## src/rtl/gpp_pkg.sv

```systemverilog
package gpp_pkg;

    // Width of the pending_count result field
    localparam int PENDING_W = 5;

    // Input action codes
    localparam logic ACT_PARSE = 1'b0;
    localparam logic ACT_POP   = 1'b1;

    // Key packet finished by the parser on the current byte
    typedef struct packed {
        logic       complete;
        logic [7:0] x;
        logic [7:0] y;
        logic       pressed;
    } key_pkt_t;

endpackage

```

## src/rtl/gpp_parser.sv

```systemverilog
module gpp_parser (
    input  logic              clk,
    input  logic              rst_n,
    input  logic              byte_en,
    input  logic [7:0]        rx_byte,
    output gpp_pkg::key_pkt_t pkt
);
    import gpp_pkg::*;

    // Parse phases
    localparam logic [1:0] PH_IDLE   = 2'd0;
    localparam logic [1:0] PH_SKIP   = 2'd1;
    localparam logic [1:0] PH_COLUMN = 2'd2;
    localparam logic [1:0] PH_ROW    = 2'd3;

    // Packet identifiers
    localparam logic [7:0] ID_SYS_QUERY  = 8'h00;
    localparam logic [7:0] ID_SYS_ID     = 8'h01;
    localparam logic [7:0] ID_SYS_OFFSET = 8'h02;
    localparam logic [7:0] ID_SYS_SIZE   = 8'h03;
    localparam logic [7:0] ID_SYS_ADDR   = 8'h04;
    localparam logic [7:0] ID_SYS_VER    = 8'h0F;
    localparam logic [7:0] ID_KEY_UP     = 8'h20;
    localparam logic [7:0] ID_KEY_DOWN   = 8'h21;
    localparam logic [7:0] ID_TILT_ACT   = 8'h50;
    localparam logic [7:0] ID_TILT_ON    = 8'h51;
    localparam logic [7:0] ID_TILT_OFF   = 8'h52;

    // Payload bytes that follow each identifier
    function automatic logic [5:0] payload_length(input logic [7:0] id);
        case (id)
            ID_SYS_QUERY:  payload_length = 6'd2;
            ID_SYS_ID:     payload_length = 6'd32;
            ID_SYS_OFFSET: payload_length = 6'd3;
            ID_SYS_SIZE:   payload_length = 6'd2;
            ID_SYS_ADDR:   payload_length = 6'd2;
            ID_SYS_VER:    payload_length = 6'd8;
            ID_KEY_UP:     payload_length = 6'd2;
            ID_KEY_DOWN:   payload_length = 6'd2;
            ID_TILT_ACT:   payload_length = 6'd2;
            ID_TILT_ON:    payload_length = 6'd1;
            ID_TILT_OFF:   payload_length = 6'd1;
            default:       payload_length = 6'd0;
        endcase
    endfunction

    logic [1:0] phase_reg, phase_next;
    logic [5:0] bytes_left_reg, bytes_left_next;
    logic       pressed_reg, pressed_next;
    logic [7:0] column_reg, column_next;
    logic [5:0] bytes_dec;
    logic [5:0] id_len;

    assign bytes_dec = (bytes_left_reg != 6'd0) ? bytes_left_reg - 6'd1 : 6'd0;
    assign id_len    = payload_length(rx_byte);

    // Phase sequencing, one byte per enable
    always_comb
    begin
        phase_next      = phase_reg;
        bytes_left_next = bytes_left_reg;
        pressed_next    = pressed_reg;
        column_next     = column_reg;
        if (byte_en)
        begin
            case (phase_reg)
                PH_IDLE:
                begin
                    if (rx_byte == ID_KEY_UP || rx_byte == ID_KEY_DOWN)
                    begin
                        pressed_next    = rx_byte[0];
                        phase_next      = PH_COLUMN;
                        bytes_left_next = 6'd2;
                    end
                    else
                    begin
                        bytes_left_next = id_len;
                        phase_next      = (id_len != 6'd0) ? PH_SKIP : PH_IDLE;
                    end
                end
                PH_SKIP:
                begin
                    bytes_left_next = bytes_dec;
                    if (bytes_dec == 6'd0)
                    begin
                        phase_next = PH_IDLE;
                    end
                end
                PH_COLUMN:
                begin
                    column_next     = rx_byte;
                    bytes_left_next = 6'd1;
                    phase_next      = PH_ROW;
                end
                default:
                begin
                    bytes_left_next = 6'd0;
                    phase_next      = PH_IDLE;
                end
            endcase
        end
    end

    always_ff @(posedge clk or negedge rst_n)
    begin
        if (!rst_n)
        begin
            phase_reg      <= PH_IDLE;
            bytes_left_reg <= 6'd0;
            pressed_reg    <= 1'b0;
            column_reg     <= 8'd0;
        end
        else
        begin
            phase_reg      <= phase_next;
            bytes_left_reg <= bytes_left_next;
            pressed_reg    <= pressed_next;
            column_reg     <= column_next;
        end
    end

    // Row byte finishes a key packet
    always_comb
    begin
        pkt.complete = byte_en && (phase_reg == PH_ROW);
        pkt.x        = column_reg;
        pkt.y        = rx_byte;
        pkt.pressed  = pressed_reg;
    end

endmodule

```

## src/rtl/grid_packet_parser_event_fifo.sv

```systemverilog
// Grid link packet parser with a key event FIFO. Each input item is either a
// received link byte (action 0) or a pop request (action 1); every item yields
// exactly one result, registered and presented in the cycle after acceptance.
// One item is taken per clock: in_ready is high whenever the output register
// is empty or its result is taken in the same cycle, so the rate is set by the
// single output register and the one-read, one-write event memory. Key up and
// key down packets queue (x, y, pressed) into a ring of QUEUE_DEPTH entries;
// when the ring is full the event is lost and event_dropped flags it. A pop on
// an empty ring returns all-zero key fields with event_valid low.
// pending_count is the low five bits of the event count, exact for depths
// up to 31. There is no clearing pass after reset.
module grid_packet_parser_event_fifo #(
    parameter int QUEUE_DEPTH = 16
) (
    input  logic                          clk,
    input  logic                          rst_n,
    input  logic                          in_valid,
    output logic                          in_ready,
    input  logic                          action,
    input  logic [7:0]                    rx_byte,
    output logic                          out_valid,
    input  logic                          out_ready,
    output logic                          event_valid,
    output logic [7:0]                    key_x,
    output logic [7:0]                    key_y,
    output logic                          key_pressed,
    output logic [gpp_pkg::PENDING_W-1:0] pending_count,
    output logic                          event_dropped
);
    import gpp_pkg::*;

    localparam int IW = (QUEUE_DEPTH > 1) ? $clog2(QUEUE_DEPTH) : 1;
    localparam int CW = $clog2(QUEUE_DEPTH + 1);
    localparam logic [IW-1:0] LAST_SLOT = IW'(QUEUE_DEPTH - 1);
    localparam logic [CW-1:0] FULL_CNT  = CW'(QUEUE_DEPTH);
    localparam logic [IW-1:0] IDX_ONE   = IW'(1);
    localparam logic [CW-1:0] CNT_ONE   = CW'(1);

    logic           accept;
    logic           pop_hit;
    logic           push_ok;
    logic           full;
    key_pkt_t       pkt;

    logic [IW-1:0]  head_reg, head_next;
    logic [IW-1:0]  tail_reg, tail_next;
    logic [CW-1:0]  count_reg, count_next;
    logic [CW+PENDING_W-1:0] count_ext;

    logic           out_valid_reg;
    logic           event_valid_reg;
    logic [7:0]     key_x_reg;
    logic [7:0]     key_y_reg;
    logic           key_pressed_reg;
    logic [PENDING_W-1:0] pending_reg;
    logic           dropped_reg;

    // Event store: {x, y, pressed}
    logic [16:0]    mem [QUEUE_DEPTH];

    assign in_ready = !out_valid_reg || out_ready;
    assign accept   = in_valid && in_ready;
    assign full     = (count_reg == FULL_CNT);
    assign pop_hit  = accept && (action == ACT_POP) && (count_reg != '0);
    assign push_ok  = pkt.complete && !full;

    gpp_parser u_parser (
        .clk     (clk),
        .rst_n   (rst_n),
        .byte_en (accept && (action == ACT_PARSE)),
        .rx_byte (rx_byte),
        .pkt     (pkt)
    );

    // Ring pointers and fill count
    always_comb
    begin
        head_next  = head_reg;
        tail_next  = tail_reg;
        count_next = count_reg;
        if (pop_hit)
        begin
            head_next  = (head_reg == LAST_SLOT) ? '0 : head_reg + IDX_ONE;
            count_next = count_reg - CNT_ONE;
        end
        else if (push_ok)
        begin
            tail_next  = (tail_reg == LAST_SLOT) ? '0 : tail_reg + IDX_ONE;
            count_next = count_reg + CNT_ONE;
        end
    end

    assign count_ext = {{PENDING_W{1'b0}}, count_next};

    always_ff @(posedge clk or negedge rst_n)
    begin
        if (!rst_n)
        begin
            head_reg      <= '0;
            tail_reg      <= '0;
            count_reg     <= '0;
            out_valid_reg <= 1'b0;
        end
        else
        begin
            head_reg  <= head_next;
            tail_reg  <= tail_next;
            count_reg <= count_next;
            if (accept)
            begin
                out_valid_reg <= 1'b1;
            end
            else if (out_ready)
            begin
                out_valid_reg <= 1'b0;
            end
        end
    end

    // Memory write
    always_ff @(posedge clk)
    begin
        if (push_ok)
        begin
            mem[tail_reg] <= {pkt.x, pkt.y, pkt.pressed};
        end
    end

    // Result register, memory read data lands here
    always_ff @(posedge clk)
    begin
        if (accept)
        begin
            event_valid_reg <= pop_hit;
            pending_reg     <= count_ext[PENDING_W-1:0];
            dropped_reg     <= pkt.complete && full;
            if (pop_hit)
            begin
                {key_x_reg, key_y_reg, key_pressed_reg} <= mem[head_reg];
            end
            else
            begin
                key_x_reg       <= 8'd0;
                key_y_reg       <= 8'd0;
                key_pressed_reg <= 1'b0;
            end
        end
    end

    assign out_valid     = out_valid_reg;
    assign event_valid   = event_valid_reg;
    assign key_x         = key_x_reg;
    assign key_y         = key_y_reg;
    assign key_pressed   = key_pressed_reg;
    assign pending_count = pending_reg;
    assign event_dropped = dropped_reg;

endmodule

```

## config.mk

```make
export PLATFORM = sky130hd
export DESIGN_NAME = grid_packet_parser_event_fifo
export DESIGN_NICKNAME = d
export VERILOG_FILES = /design/src/rtl/gpp_pkg.sv /design/src/rtl/gpp_parser.sv /design/src/rtl/grid_packet_parser_event_fifo.sv
export SDC_FILE = /design/constraint.sdc
export NUM_CORES = 1
export LEC_CHECK = 0
export BUFFER_PORTS_ARGS = -buffer_cell sky130_fd_sc_hd__buf_4
export CORE_MARGIN = 1.5
export CORE_UTILIZATION = 50
export DETAILED_ROUTE_END_ITERATION = 10
export GPL_ROUTABILITY_DRIVEN = 0
export HOLD_SLACK_MARGIN = 0.08
export PLACE_DENSITY = 0.64
export SKIP_LAST_GASP = 1
export SLEW_MARGIN = 20
export SYNTH_ARGS = -nofsm -noshare
export SYNTH_HDL_FRONTEND = slang
export SYNTH_HIERARCHICAL = 1
export SYNTH_SLANG_ARGS = --single-unit
```

## constraint.sdc

```tcl
create_clock -name clk -period 12.23 [get_ports clk]
set_input_delay 3.0575 -clock clk [delete_from_list [all_inputs] [get_ports clk]]
set_output_delay 3.0575 -clock clk [all_outputs]
set_load 0.02 [all_outputs]
```

==> impl_metrics.yaml <==
global_route:
  gr-total-overflow: 0
  global_route.usage.total_pct: 20.5
  grt_first_pass_wirelength_mm: 42.0
  vias_in_the_first_global_route: 6813
  number_of_antenna_violations_at_the_first_check_in_global_routing: 0
  grt_start_max_net_pins: 55
placed_design:
  hpwl_mm: 16.7
  dpl.cell_count: 1028
  port_buffers: 38
  dp_slack_ns: 5.17
  detailed_place.area_um2: 13800
routing:
  drcViolationCount: 0
  vias: 6508
  detail_route.first_pass.iterations: 4
  antenna_nets_post_route: 0
  wl_per_cell_um: 25.4
  drt_wl_total_mm: 27.7
  detail_route.iter0.violations: 582
  viasPerCell: 5.98
power_and_ir_drop:
  p_per_cell_area_nw_per_um2: 198
  vdd.ir_drop.worst_mv: 0.179
  leakagePower_nw: 5.03
logic_synthesis:
  synth.yosys.warnings: 6
  postSynthCellCount: 685
  netlist_area_um2: 13300
  ys_dominant_reg_cell: "sky130_fd_sc_hd__edfxtp_1"
  async_reset_ff_share_pct: 9.48
  synth_edf_count: 296
  mappedNetlistNets: 707
  synth.lib_cells_used.distinct: 61
  yosysSeqAreaShare_pct: 72.8
  synth-seq-cells: 327
  mean_area_per_synthesized_cell_um2: 19.4
floorplan:
  floorplan.initialDensity_pct: 50.9
  floorplan.die_area_um2: 27500
  floorplan.core_area_um2: 26100
  floorplan.rows: 59
  die_w_um: 166
  die_y_um: 166
  floorplan.io_pins: 39
cells_and_area:
  drive_gt1_share_pct: 26.7
  post-route-cell-area_um2: 14900
  finalNonFillerCells: 1088
  area_growth_syn_to_layout_pct: 12.2
  insertedDiodeCount: 0
  layout.filler_cells: 1945
  design.final.nets: 751
  largest_register: "mem"
  largest_register_ff_count: 272
hold_path:
  holdPathEnd: "u_parser/bytes_left_reg[5]"
  whs_path_depth: 1
  timing.hold.worst.start: "u_parser/bytes_left_reg[5]"
  worstHoldPathType: "flop to flop"
critical_path:
  r2r_setup_slack_ns: 8.40
  worst-setup-path-type: "primary input to output port"
  reg2reg_to: "mem[9][14]"
  setup.worst_path.end_class: "output port"
  r2r-start: "out_valid"
  cp.required_ns: 9.17
  ff2ff_path_depth: 8
  critPathLaunchType: "primary input"
  worst_ep_arrival_time_ns: 4.00
  worst-path-max-fanout: 6
sta:
  setup_viol: 0
  fin_ws_ns: 5.17
  hold_viol: 0
  fin_skew_ns: 0.0206
  tightest_slew_ns: 1.05
  final.period_utilization_pct: 57.7
  rsz0062_at_grt: "false"
  max-slew-margin-rel_pct: 30.0
  max_slew_violation_total_from_the_final_report: 0
  period_needed_ns: 7.06
  timing.setup.tns_ns: 0
  finalHoldWorstSlack_ns: 0.584
  fmax_ghz: 0.142
clock_tree:
  cts_setup_buffers: 0
  post_cts.resized_instances: 0
  clock_insertion_delay_worst_skew_ns: 0.51
  cts-buffers-inserted: 34
  cts_root_buffer: "sky130_fd_sc_hd__clkbuf_16"
  clock_sink_count: 327
  clk_pin_slew_worst_paths_ns: 0.06
  tritoncts: "built"
  ctsLongestPathBuffers: 3
  h-tree-depth: 2
  hold_buffers: 0
run_status:
  run_status: "finished clean"
flow_run:
  drv.max_cap_violation_count: 0
## metal layers
metal / share of wire [%] / track usage [%] / vias up
li1: - / - / 2875
met1: 43 / 28.2 / 3400
met4: 2.6 / 6.66 / 0
met3: 5.4 / 3.79 / 46
met5: 0 / 0 / -
met2: 49 / 33.6 / 187
## worst max-delay path by stage
stage	startpoint	endpoint	slack, ns	cells after the start
2_1_floorplan	out_ready	mem[0][0]	5.35	10
3_3_place_gp	out_ready	in_ready	5.19	4
3_5_place_dp	out_ready	in_ready	5.17	4
4_1_cts	out_ready	in_ready	5.17	4
5_1_grt	out_ready	in_ready	5.09	4
6_report	out_ready	in_ready	5.17	4
## synth_stat cells (all sizes together) (3+ instances only)
cell / n / share of area, %
nor2: 24 / 0.68
nand3b: 3 / 0.17
clkbuf: 6 / 0.17
inv: 12 / 0.34
mux2i: 17 / 1.3
a21oi: 22 / 0.86
edfxtp: 296 / 67
and2: 4 / 0.19
a31oi: 3 / 0.14
xor2: 3 / 0.20
mux4: 68 / 12
buf: 34 / 1.9
xnor2: 3 / 0.20
dfrtp: 31 / 5.8
nor2b: 4 / 0.19
nand3: 8 / 0.30
mux2: 28 / 2.4
nand2: 21 / 0.59
o21ai: 33 / 1.3
ha: 9 / 0.85
a21o: 4 / 0.23
nand4: 4 / 0.19
nand2b: 4 / 0.19
nor3: 10 / 0.38
## layout by cell type, fill, tap and decap left out, types with 3 or more instances in the layout
master,synthesis,routed
sky130_fd_sc_hd__clkbuf_1,6,4
sky130_fd_sc_hd__dfrtp_1,31,28
sky130_fd_sc_hd__a21o_1,4,4
sky130_fd_sc_hd__nor2_1,24,12
sky130_fd_sc_hd__nand2_1,21,21
sky130_fd_sc_hd__ha_1,9,9
sky130_fd_sc_hd__buf_4,15,48
sky130_fd_sc_hd__nand2b_1,4,4
sky130_fd_sc_hd__mux2_2,28,28
sky130_fd_sc_hd__inv_1,12,12
sky130_fd_sc_hd__nand4_1,4,4
sky130_fd_sc_hd__xnor2_1,3,3
sky130_fd_sc_hd__and2_1,4,4
sky130_fd_sc_hd__clkinv_1,0,9
sky130_fd_sc_hd__a31oi_1,3,3
sky130_fd_sc_hd__edfxtp_1,296,296
sky130_fd_sc_hd__mux2i_1,17,17
sky130_fd_sc_hd__clkinv_2,0,7
sky130_fd_sc_hd__nor3_1,10,6
sky130_fd_sc_hd__nor3_2,0,4
sky130_fd_sc_hd__clkbuf_16,0,35
sky130_fd_sc_hd__o21ai_0,16,16
sky130_fd_sc_hd__a21oi_1,21,21
sky130_fd_sc_hd__nor2_2,0,11
sky130_fd_sc_hd__xor2_1,3,3
sky130_fd_sc_hd__nand3_1,8,8
sky130_fd_sc_hd__o21ai_1,16,16
sky130_fd_sc_hd__mux4_1,23,23
sky130_fd_sc_hd__nand3b_1,3,3
sky130_fd_sc_hd__mux4_2,45,45
sky130_fd_sc_hd__nor2b_1,4,4
## kinds of logic (layout without fill, tap and decap cells)
| family | after synthesis | after routing | synth area share (%) |
|---|---|---|---|
| XOR/XNOR | 6 | 6 | 0.396 |
| buffers and inverters | 52 | 120 | 2.37 |
| adder cells (fa/ha/maj) | 9 | 9 | 0.849 |
| AO/OA/AOI/OAI | 81 | 81 | 3.88 |
| flip-flops | 327 | 327 | 72.8 |
| multiplexers | 113 | 113 | 15.8 |
| AND/OR/NAND/NOR | 97 | 97 | 3.84 |
## metrics by stage
stage / utilization (%) / power [mW]
5_1_grt: 57.1 / 3.06
6_report: 57.1 / 2.95
2_1_floorplan: - / 1.83
3_3_place_gp: 53.1 / 2.00
4_1_cts: 57.1 / 2.98
3_5_place_dp: 53.1 / 2.01
## worst max-delay path: stages
cell	delay, ns
sky130_fd_sc_hd__buf_4	0.11
sky130_fd_sc_hd__nor2b_1	0.41
sky130_fd_sc_hd__inv_1	0.21
sky130_fd_sc_hd__buf_4	0.21
## power breakdown
part / switching [mW] / internal [mW]
Combinational: 0.306 / 0.303
Sequential: 0.0943 / 1.27
Clock: 0.408 / 0.566
## area by class of cell
cell class | instances | area [µm²] | area share (%)
Clock buffer | 39 | 891 | 5.98
Clock inverter | 21 | 158 | 1.06
Inverter | 12 | 45.0 | 0.302
Multi-Input combinational cell | 306 | 3350 | 22.5
Sequential cell | 327 | 9670 | 64.9
Tap cell | 335 | 419 | 2.81
Timing Repair Buffer | 48 | 360 | 2.42
(Power assumes the default switching activity.)
